File: config.mk
export PLATFORM = sky130hd
export DESIGN_NAME = entropy_pool_sha256_rng_flat
export DESIGN_NICKNAME = d
export VERILOG_FILES = /design/src/rtl/eprng_pkg.sv /design/src/rtl/eprng_if.sv /design/src/rtl/eprng_ctrl.sv /design/src/rtl/eprng_dp.sv /design/src/rtl/entropy_pool_sha256_rng.sv /design/src/flat_wrapper.sv
export SDC_FILE = /design/constraint.sdc
export NUM_CORES = 2
export LEC_CHECK = 0
export ABC_AREA = 1
export BUFFER_PORTS_ARGS = -buffer_cell sky130_fd_sc_hd__buf_2
export CORE_MARGIN = 2
export CORE_UTILIZATION = 25
export CTS_CLUSTER_SIZE = 10
export DETAILED_ROUTE_END_ITERATION = 7
export PLACE_DENSITY = 0.43
export SYNTH_ARGS = -nofsm -noshare
export SYNTH_HDL_FRONTEND = slang
export SYNTH_SLANG_ARGS = --single-unit
File: constraint.sdc
create_clock -name clock -period 32.3 [get_ports clock]
set_input_delay 6.46 -clock clock [delete_from_list [all_inputs] [get_ports clock]]
set_output_delay 6.46 -clock clock [all_outputs]
set_load 0.01 [all_outputs]
File: src/rtl/eprng_pkg.sv
// package: types, constants and sha-256 helpers for the entropy pool rng
`timescale 1ns / 1ps
package eprng_pkg;

   localparam int TICK_WIDTH = 32;
   localparam int TICK_IN_W  = 32;
   localparam int TICK_USE_W = (TICK_WIDTH < TICK_IN_W) ? TICK_WIDTH : TICK_IN_W;
   localparam int POOL_W     = 64;
   localparam int RAND_W     = 16;
   localparam int ROUNDS     = 64;
   localparam int RND_W      = $clog2(ROUNDS);

   typedef enum logic [1:0] {
      OP_SEED = 2'd0,
      OP_ADD  = 2'd1,
      OP_GET  = 2'd2,
      OP_NONE = 2'd3
   } op_type;

   typedef enum logic [1:0] {
      ST_IDLE,
      ST_ROUND,
      ST_FINISH,
      ST_OUT
   } state_type;

   typedef struct packed {
      logic load_pool;
      logic add_pool;
      logic hash_start;
      logic hash_round;
      logic hash_finish;
   } cmd_type;

   typedef struct packed {
      logic last_round;
   } status_type;

   localparam logic [31:0] H_INIT [8] = '{
      32'h6a09e667, 32'hbb67ae85, 32'h3c6ef372, 32'ha54ff53a,
      32'h510e527f, 32'h9b05688c, 32'h1f83d9ab, 32'h5be0cd19};

   localparam logic [31:0] K_ROUND [ROUNDS] = '{
      32'h428a2f98, 32'h71374491, 32'hb5c0fbcf, 32'he9b5dba5, 32'h3956c25b, 32'h59f111f1,
      32'h923f82a4, 32'hab1c5ed5, 32'hd807aa98, 32'h12835b01, 32'h243185be, 32'h550c7dc3,
      32'h72be5d74, 32'h80deb1fe, 32'h9bdc06a7, 32'hc19bf174, 32'he49b69c1, 32'hefbe4786,
      32'h0fc19dc6, 32'h240ca1cc, 32'h2de92c6f, 32'h4a7484aa, 32'h5cb0a9dc, 32'h76f988da,
      32'h983e5152, 32'ha831c66d, 32'hb00327c8, 32'hbf597fc7, 32'hc6e00bf3, 32'hd5a79147,
      32'h06ca6351, 32'h14292967, 32'h27b70a85, 32'h2e1b2138, 32'h4d2c6dfc, 32'h53380d13,
      32'h650a7354, 32'h766a0abb, 32'h81c2c92e, 32'h92722c85, 32'ha2bfe8a1, 32'ha81a664b,
      32'hc24b8b70, 32'hc76c51a3, 32'hd192e819, 32'hd6990624, 32'hf40e3585, 32'h106aa070,
      32'h19a4c116, 32'h1e376c08, 32'h2748774c, 32'h34b0bcb5, 32'h391c0cb3, 32'h4ed8aa4a,
      32'h5b9cca4f, 32'h682e6ff3, 32'h748f82ee, 32'h78a5636f, 32'h84c87814, 32'h8cc70208,
      32'h90befffa, 32'ha4506ceb, 32'hbef9a3f7, 32'hc67178f2};

   function automatic logic [31:0] rotr(input logic [31:0] x, input int n);
      return (x >> n) | (x << (32 - n));
   endfunction

   function automatic logic [31:0] bswap(input logic [31:0] x);
      return {x[7:0], x[15:8], x[23:16], x[31:24]};
   endfunction

endpackage

File: src/rtl/eprng_if.sv
// valid/ready channel interfaces for requests and responses
`timescale 1ns / 1ps
interface eprng_req_if;
   import eprng_pkg::*;
   logic        valid;
   logic        ready;
   logic [1:0]  op;
   logic [63:0] entropy_value;
   logic [31:0] tick_count;
   modport source (output valid, op, entropy_value, tick_count, input ready);
   modport sink   (input valid, op, entropy_value, tick_count, output ready);
endinterface

interface eprng_rsp_if;
   logic        valid;
   logic        ready;
   logic [15:0] random_value;
   modport source (output valid, random_value, input ready);
   modport sink   (input valid, random_value, output ready);
endinterface

File: src/rtl/eprng_ctrl.sv
// controller state machine sequencing seed, add and hash requests
`timescale 1ns / 1ps
module eprng_ctrl (
   input  logic                  clock,
   input  logic                  reset,
   input  logic                  req_valid,
   input  logic [1:0]            req_op,
   output logic                  req_ready,
   output logic                  rsp_valid,
   input  logic                  rsp_ready,
   input  eprng_pkg::status_type status,
   output eprng_pkg::cmd_type    cmd
);
   import eprng_pkg::*;

   state_type state_ff, state_in;

   always_ff @(posedge clock) begin
      if (reset) begin
         state_ff <= ST_IDLE;
      end else begin
         state_ff <= state_in;
      end
   end

   always_comb begin
      state_in  = state_ff;
      cmd       = '0;
      req_ready = 1'b0;
      rsp_valid = 1'b0;
      unique case (state_ff)
         ST_IDLE: begin
            req_ready = 1'b1;
            // ready is always high here, so valid alone marks an accepted request
            if (req_valid) begin
               unique case (op_type'(req_op))
                  OP_SEED: cmd.load_pool = 1'b1;
                  OP_ADD:  cmd.add_pool  = 1'b1;
                  OP_GET: begin
                     cmd.hash_start = 1'b1;
                     state_in       = ST_ROUND;
                  end
                  default: ;
               endcase
            end
         end
         ST_ROUND: begin
            cmd.hash_round = 1'b1;
            if (status.last_round) state_in = ST_FINISH;
         end
         ST_FINISH: begin
            cmd.hash_finish = 1'b1;
            state_in        = ST_OUT;
         end
         ST_OUT: begin
            rsp_valid = 1'b1;
            if (rsp_ready) state_in = ST_IDLE;
         end
         default: state_in = ST_IDLE;
      endcase
   end

   a_ready_idle: assert property (@(posedge clock) disable iff (reset)
      req_ready |-> !rsp_valid) else $error("ready while response pending");
   a_get_starts: assert property (@(posedge clock) disable iff (reset)
      cmd.hash_start |=> state_ff == ST_ROUND) else $error("hash did not start");
   a_finish_out: assert property (@(posedge clock) disable iff (reset)
      cmd.hash_finish |=> rsp_valid) else $error("no response after finish");
endmodule

File: src/rtl/eprng_dp.sv
// datapath: pool register, message schedule and shared sha-256 round unit
`timescale 1ns / 1ps
module eprng_dp (
   input  logic                  clock,
   input  logic                  reset,
   input  eprng_pkg::cmd_type    cmd,
   input  logic [63:0]           req_entropy_value,
   input  logic [31:0]           req_tick_count,
   output eprng_pkg::status_type status,
   output logic [15:0]           rsp_random_value
);
   import eprng_pkg::*;

   logic [63:0]      pool_ff;
   logic [31:0]      wnd_ff [16];
   logic [31:0]      st_ff [8];
   logic [RND_W-1:0] rnd_ff;
   logic [15:0]      rand_ff;

   logic [31:0] s0w, s1w, wnew, t1, t2, s1e, s0a, ch, maj;
   logic [31:0] d0, d1, d2, d3;
   logic [63:0] tick_ext;
   logic [TICK_USE_W-1:0] tick_use;

   assign tick_use = req_tick_count[TICK_USE_W-1:0];
   assign tick_ext = 64'(tick_use);

   // schedule word for round r+16 from the 16-word window
   assign s0w  = rotr(wnd_ff[1], 7) ^ rotr(wnd_ff[1], 18) ^ (wnd_ff[1] >> 3);
   assign s1w  = rotr(wnd_ff[14], 17) ^ rotr(wnd_ff[14], 19) ^ (wnd_ff[14] >> 10);
   assign wnew = wnd_ff[0] + s0w + wnd_ff[9] + s1w;

   assign s1e = rotr(st_ff[4], 6) ^ rotr(st_ff[4], 11) ^ rotr(st_ff[4], 25);
   assign ch  = (st_ff[4] & st_ff[5]) ^ (~st_ff[4] & st_ff[6]);
   assign t1  = st_ff[7] + s1e + ch + K_ROUND[rnd_ff] + wnd_ff[0];
   assign s0a = rotr(st_ff[0], 2) ^ rotr(st_ff[0], 13) ^ rotr(st_ff[0], 22);
   assign maj = (st_ff[0] & st_ff[1]) ^ (st_ff[0] & st_ff[2]) ^ (st_ff[1] & st_ff[2]);
   assign t2  = s0a + maj;

   assign d0 = st_ff[0] + H_INIT[0];
   assign d1 = st_ff[1] + H_INIT[1];
   assign d2 = st_ff[2] + H_INIT[2];
   assign d3 = st_ff[3] + H_INIT[3];

   assign status.last_round = (rnd_ff == RND_W'(ROUNDS - 1));

   always_ff @(posedge clock) begin
      if (reset) begin
         pool_ff <= '0;
      end else if (cmd.load_pool) begin
         pool_ff <= req_entropy_value;
      end else if (cmd.add_pool) begin
         pool_ff <= {pool_ff[62:0], pool_ff[63]} ^ req_entropy_value ^ tick_ext;
      end else if (cmd.hash_finish) begin
         pool_ff <= pool_ff ^ {bswap(d1), bswap(d0)};
      end
   end

   always_ff @(posedge clock) begin
      if (reset) begin
         rnd_ff <= '0;
      end else if (cmd.hash_start) begin
         rnd_ff <= '0;
      end else if (cmd.hash_round) begin
         rnd_ff <= rnd_ff + 1'b1;
      end
   end

   always_ff @(posedge clock) begin
      if (cmd.hash_start) begin
         wnd_ff[0] <= bswap(pool_ff[31:0]);
         wnd_ff[1] <= bswap(pool_ff[63:32]);
         wnd_ff[2] <= 32'h80000000;
         for (int i = 3; i < 15; i++) wnd_ff[i] <= '0;
         wnd_ff[15] <= 32'd64;
         for (int i = 0; i < 8; i++) st_ff[i] <= H_INIT[i];
      end else if (cmd.hash_round) begin
         for (int i = 0; i < 15; i++) wnd_ff[i] <= wnd_ff[i+1];
         wnd_ff[15] <= wnew;
         st_ff[7] <= st_ff[6];
         st_ff[6] <= st_ff[5];
         st_ff[5] <= st_ff[4];
         st_ff[4] <= st_ff[3] + t1;
         st_ff[3] <= st_ff[2];
         st_ff[2] <= st_ff[1];
         st_ff[1] <= st_ff[0];
         st_ff[0] <= t1 + t2;
      end
      if (cmd.hash_finish) begin
         // word 1 bytes are digest bytes 8..15, low 16 bits = bytes 8,9
         rand_ff <= {d2[23:16], d2[31:24]};
      end
   end

   assign rsp_random_value = rand_ff;

   a_round_count: assert property (@(posedge clock) disable iff (reset)
      cmd.hash_start |=> rnd_ff == '0) else $error("round counter not cleared");
   a_pool_hold: assert property (@(posedge clock) disable iff (reset)
      $past(cmd.hash_round) |-> $stable(pool_ff)) else $error("pool changed in rounds");
endmodule

File: src/rtl/entropy_pool_sha256_rng.sv
// top level of the entropy pool random number source with sha-256 whitening
`timescale 1ns / 1ps
// seed and add requests give no response; the controller stays idle and ready
// a get request runs 64 rounds on the one shared round unit, then a finish step and
// a response step; no new request is accepted until the response is taken, so gets
// do not overlap and a stalled response holds off the next request
// synchronous active-high reset clears the pool to zero and returns the controller to idle
module entropy_pool_sha256_rng (
   input  logic        clock,
   input  logic        reset,
   eprng_req_if.sink   req,
   eprng_rsp_if.source rsp
);
   import eprng_pkg::*;

   // command and status between controller and datapath
   cmd_type    cmd;
   status_type status;

   // controller: accepts requests, steps the round unit, holds the response
   eprng_ctrl u_ctrl (
      .clock     (clock),
      .reset     (reset),
      .req_valid (req.valid),
      .req_op    (req.op),
      .req_ready (req.ready),
      .rsp_valid (rsp.valid),
      .rsp_ready (rsp.ready),
      .status    (status),
      .cmd       (cmd)
   );

   // datapath: pool, schedule window, round unit, response register
   eprng_dp u_dp (
      .clock             (clock),
      .reset             (reset),
      .cmd               (cmd),
      .req_entropy_value (req.entropy_value),
      .req_tick_count    (req.tick_count),
      .status            (status),
      .rsp_random_value  (rsp.random_value)
   );
endmodule

File: src/flat_wrapper.sv
// flat-port wrapper written by rule: the top's interface ports become plain ports
module entropy_pool_sha256_rng_flat import eprng_pkg::*;
  (clock, reset, req_valid, req_op, req_entropy_value, req_tick_count, req_ready, rsp_valid, rsp_random_value, rsp_ready);
  eprng_req_if req_i ();
  eprng_rsp_if rsp_i ();
  input  logic clock;
  input  logic reset;
  input wire logic [$bits(req_i.valid)-1:0] req_valid;
  input wire logic [$bits(req_i.op)-1:0] req_op;
  input wire logic [$bits(req_i.entropy_value)-1:0] req_entropy_value;
  input wire logic [$bits(req_i.tick_count)-1:0] req_tick_count;
  output wire logic [$bits(req_i.ready)-1:0] req_ready;
  output wire logic [$bits(rsp_i.valid)-1:0] rsp_valid;
  output wire logic [$bits(rsp_i.random_value)-1:0] rsp_random_value;
  input wire logic [$bits(rsp_i.ready)-1:0] rsp_ready;
  assign req_i.valid = req_valid;
  assign req_i.op = req_op;
  assign req_i.entropy_value = req_entropy_value;
  assign req_i.tick_count = req_tick_count;
  assign req_ready = req_i.ready;
  assign rsp_valid = rsp_i.valid;
  assign rsp_random_value = rsp_i.random_value;
  assign rsp_i.ready = rsp_ready;
  entropy_pool_sha256_rng u_core (.clock(clock), .reset(reset), .req(req_i), .rsp(rsp_i));
endmodule
* Yosys cells after proc, flatten, opt, wreduce, memory -nomap -nowiden
Memories as Yosys holds them, arrays and structs flattened.
Index checks and enable logic that the tools add are counted.
** Storage, ports and cells
- Bits in registers :: 88
- Latch bits :: 0
- Memory bits (writable) :: 768
- Memory bits (read-only) :: 2048
- Bits of input ports :: 102
- Output and inout bits :: 18
- Word-level logic and storage cells :: 140
- Memories :: 3
** Cells by class
- $add $sub $neg :: 14
- Multiply operators :: 0
- Divide/modulo/power cells :: 0
- $lt $le $gt $ge :: 1
- Equality and inequality tests :: 10
- Shift-type cells :: 0
- Muxes and demuxes :: 48
- Bitwise gates (word level) :: 55
- Reduce and logical (&&, ||, !) cells :: 5
** Memory list
- (no name shown) :: depth 64, width 32, rd ports 1, clocked after Yosys merged registers in 0, write ports 0, line eprng_dp.sv:35 : assign t1 = st_ff[7] + s1e + ch + K_ROUND[rnd_ff] + wnd_ff[0];
- u_core.u_dp.wnd_ff :: depth 16, width 32, rd ports 16, clocked after Yosys merged registers in 0, write ports 16, line eprng_dp.sv:15 : logic [31:0] wnd_ff [16];
- u_core.u_dp.st_ff :: depth 8, width 32, rd ports 8, clocked after Yosys merged registers in 0, write ports 8, line eprng_dp.sv:16 : logic [31:0] st_ff [8];
** Operators by type and width (count)
- $mux W32 :: 26
- $add A32 B32 Y32 :: 10
- $xor A32 B32 Y32 :: 9
- $mux W64 :: 3
- $and A32 B32 Y32 :: 5
- $xor A64 B64 Y64 :: 2
- $xor A64 B32 Y64 :: 1
- $add A32 B30 Y32 const B :: 1
- $add A32 B31 Y32 const B :: 1
- $add A32 B32 Y32 const B :: 1
- $not A32 Y32 :: 1
- $or A10 B32 Y32 :: 1
- $or A13 B32 Y32 :: 1
- $or A14 B32 Y32 :: 1
- $or A15 B32 Y32 :: 1
- $or A19 B32 Y32 :: 1
- $or A21 B32 Y32 :: 1
- $or A25 B32 Y32 :: 1
- $or A26 B32 Y32 :: 1
- $or A30 B32 Y32 :: 1
- $or A7 B32 Y32 :: 1
- $xor A32 B22 Y32 :: 1
- $xor A32 B29 Y32 :: 1
- $or A1 B1 Y1 :: 24
- other kinds (16) :: 37

* Longest topological paths before layout
An unclocked memory read counts as a cell.
- Word-level depth :: 10
- Gate-level depth with buffers :: 48
- Gate-level depth less buffers :: 47

* Hierarchy
From an unflattened synthesis, not the netlist that was laid out.
** Unflattened totals
- Cell total of the unflattened synthesis :: 6251
- Area total of the unflattened synthesis :: 54707.5 µm²
** By module, submodules not included
- eprng_dp :: times used 1, cells an instance 6217, area each 54487.3 µm², sequential area each 24943.9 µm²
- eprng_ctrl :: times used 1, cells an instance 34, area each 220.2 µm², sequential area each 40.0 µm²

* Least setup slack after synthesis
OpenSTA, ideal clock, no wires.
- Path kind :: input port to flip-flop
- From :: input port req_op[0]
- To :: memory u_core.u_dp.st_ff[0][0], enable pin
- Setup time :: 5363 ps
- Arrival :: 19449 ps
- Required time :: 26937 ps
- Path slack :: 7488 ps
- Cell stages on the path :: 7
- Buffers on the path :: 2
- Path through :: inv_1 nand3_1 nor2_1 inv_1 clkbuf_1 buf_2 nand2_1
** RTL lines
- from (decl) :: line flat_wrapper.sv:9 : input wire logic [$bits(req_i.op)-1:0] req_op;
- to (decl) :: line eprng_dp.sv:16

==> results.md <==
| Quantity | Value |
|---|---|
| DR vias | 43,000 |
| Sum of net half-perimeters after detailed placement | 164,000 um |
| Remaining number of nets flagged by the antenna check after routing | 0 |
| Area overhead of the layout relative to synthesis | 12.5% |
| Type of the worst setup path | primary input to flop |
| Initial Utilization | 0.251 |
| Worst endpoint required time | 32.68 ns |
| Arrival time at the worst endpoint | 11.23 ns |
| Tightest Pin Transition | 1.50 ns |
| Dominant cell by count in the synthesized netlist | nand2_1 |
| Total routed wirelength | 212,000 um |
| Tightest Hold Check Type | flop to flop |
| Global-route wire length before repair | 303,000 um |
| CTS Root Buffer Type | clkbuf_16 |
| Highest Clock Rate | 92.2 MHz |
| Drt first pass iters | 5 |
| CTS hold repair buffers | 0 |
| Clock latency on the worst-skew pair | 0.77 ns |
| Proportion of netlist area held by the largest area contributor | 0.429 |
| Critical Path End | u_core.u_dp.wnd_ff[0][184] |
| CTS H-Tree Depth | 3 |
| Routed length on met1 | 98,600 um |
| Remaining routing DRC violations | 0 |
| Launching element type of the critical path | primary input |
| Number of instances in the synthesized netlist | 6,300 |
| Relative slew slack | -0.0124 |
| Fraction of the cycle the final worst path needs | 0.336 |
| Antenna violations before repair | 16 |
| Average routed wire per standard cell | 22.8 um |
| Register-to-Register Setup Slack | 23.09 ns |
| Quantity of gates resized following cts | 0 |
| Critical R2R Launch | u_core.u_dp.rnd_ff[1] |
| Longest Clk Path Bufs | 3 |
| Clock period minus worst slack | 10.85 ns |
| Mean cell area of the mapped netlist | 8.72 sq um |
| Top cells by instance count after synthesis | nand2_1 (1,480), inv_1 (1,217), edfxtp_1 (784) |
| Sink count of the clock tree | 856 |
| Synthesized flop and latch total | 856 |
| Clock skew | 0.0792 ns |
| Ports | 120 |
| Total Negative Setup Slacks | 0 ns |
| Cell type with the highest aggregate area in the netlist | edfxtp_1 |
| Area of the core | 219,000 sq um |
| Outcome | complete, but fails checks |
| Fraction of final layout cells sized beyond drive strength 1 | 0.0656 |
| Worst setup slack after layout | 21.45 ns |
| Die Footprint | 223,000 sq um |
| Setup repair after global routing missed its margin | false |
| Syn Std Cell Area | 54,900 sq um |
| Proportion of synthesized chip area in sequential cells | 0.455 |
| Placer Congestion | 0.929 |
| CTS Buf Count | 104 |
| Cell row count | 172 |
| # nets final | 6,781 |
| Die span in x | 473 um |
| Final setup viols | 0 |
| Async set or reset register ratio after synthesis | 0 |
| Endpoint type of the worst setup path | flop |
| Vias in the first global route | 42,000 |
| Terminus of the critical flop-to-flop path | u_core.u_dp.st_ff[0][31] |
| Overall Global Routing Usage | 0.186 |
| Clock tree from TritonCTS | done |
| Number of buffers inserted by port buffering | 119 |
| Post-Syn Nets | 6,739 |
| Vert. Die Dim | 473 um |
| Hold Fails Final Rpt | 0 |
| Global-route congestion overflow total | 0 |
| Footprint of the multi-input gates | 24,300 sq um |
| Final number of max-transition violations | 2 |
| Area taken by flip-flops and latches | 25,000 sq um |
| Wire length on met3 | 11,400 um |
| Average vias per placed instance | 4.63 |
| Clock-pin transition on the worst setup and hold timing paths | 0.06 ns |
| Largest net degree at the start of global routing | 166 |
| Post-Place Worst Slack | 20.67 ns |
| Cells on worst reg2reg path | 35 |
| EDFF count, synth | 784 |
| Max-capacitance violation count | 1 |
| Start point of the worst min-delay path | u_core.u_dp.wnd_ff[1][118] |
| Maximum fanout count along the critical path | 140 |
| Detail Route met2 WL | 96,500 um |
| Top_reg_cell synth | edfxtp_1 |
| Largest cells by area after synthesis | edfxtp_1 (43%), nand2_1 (10%), inv_1 (8.3%) |
| Number of design-rule violations left by the first detailed-router iteration | 4,092 |
| Highest routed layer | met5 |
| Number of unique standard cell types used by synthesis | 74 |
| Post-CTS Repair Setup Buffers | 0 |
| Yosys warning count | 0 |
| Setup crit start | req_op[0] |
| Filler Cell Count | 23,600 |
| Violations in the final reports | max-capacitance violations, max-slew violations |
==> per-layer routing <==
layer  vias up  global-route usage
li1      20300                   -
met1     21400               0.264
met2      1145               0.297
met3       236              0.0270
met4         8              0.0452
met5         -                   0
==> final cells by class <==
type                       count  area share
multi-input combinational   3984       0.393
timing repair buffer         165      0.0158
inverter                    1231      0.0750
sequential                   856       0.404
antenna                        7    0.000284
clock inverter                24     0.00689
clock buffer                 153      0.0466
tap                         2871      0.0581
==> stage by stage <==
step | utilization | instances | hold WS [ns] | area [sq um]
6_report | 0.282 | 9291 | 0.463 | 61800
5_1_grt | 0.282 | 9288 | 0.493 | 61800
4_1_cts | 0.282 | 9284 | 0.471 | 61800
3_5_place_dp | 0.267 | 9107 | 0.488 | 58500
3_3_place_gp | 0.267 | 9107 | 0.482 | 58500
2_1_floorplan | - | 6300 | 0.481 | 54900
==> registers in the layout, indices dropped and copies added, names as in the netlist <==
signal,cells
u_core.u_dp.wnd_ff,512
u_core.u_dp.st_ff,256
u_core.u_dp.pool_ff,64
u_core.u_dp.rsp_random_value,16
u_core.u_dp.rnd_ff,6
u_core.u_ctrl.state_ff,2
==> worst max-delay path, cell delays in order <==
cell and delay [ns]:
buf_2 0.25, inv_1 0.22, nand3_1 0.21, nor2_1 0.21
buf_4 0.24, inv_6 0.27, nand2_4 0.75, buf_4 0.80
buf_4 0.86, buf_12 0.56
==> kinds of logic (layout without fill, tap and decap cells) <==
| group | Yosys count | in the layout | share of synthesized area |
|---|---|---|---|
| simple gates | 2197 | 2197 | 0.163 |
| buf+inv | 1460 | 1573 | 0.104 |
| compound gates | 995 | 995 | 0.103 |
| flops | 856 | 856 | 0.455 |
| xor+xnor | 448 | 448 | 0.0715 |
| fa+ha+maj | 340 | 340 | 0.103 |
| mux | 4 | 4 | 0.000775 |
| other cells | 0 | 7 | 0 |
==> worst min-delay path by stage <==
stage                                             to  depth (start not counted)
after CTS                  u_core.u_dp.wnd_ff[1][86]                          2
after detailed placement   u_core.u_dp.wnd_ff[1][45]                          2
final                      u_core.u_dp.wnd_ff[1][86]                          2
after global placement    u_core.u_dp.wnd_ff[0][228]                          2
after global routing       u_core.u_dp.wnd_ff[1][86]                          2
after floorplan            u_core.u_dp.st_ff[1][100]                          2
==> cell usage in the layout (no fill, tap or decap), types with 149 or more instances in the layout <==
master and n:
nand2_1 1479, ha_1 149, edfxtp_1 784, nand3_1 166, inv_1 1214, a21oi_1 334
o21ai_0 388, xnor2_1 218, xor2_1 230, nor2_1 361, fa_1 187
Power is left out: the tool's default activity adds up to more than one toggle a clock period on the data nets, which glitch-free logic cannot reach.
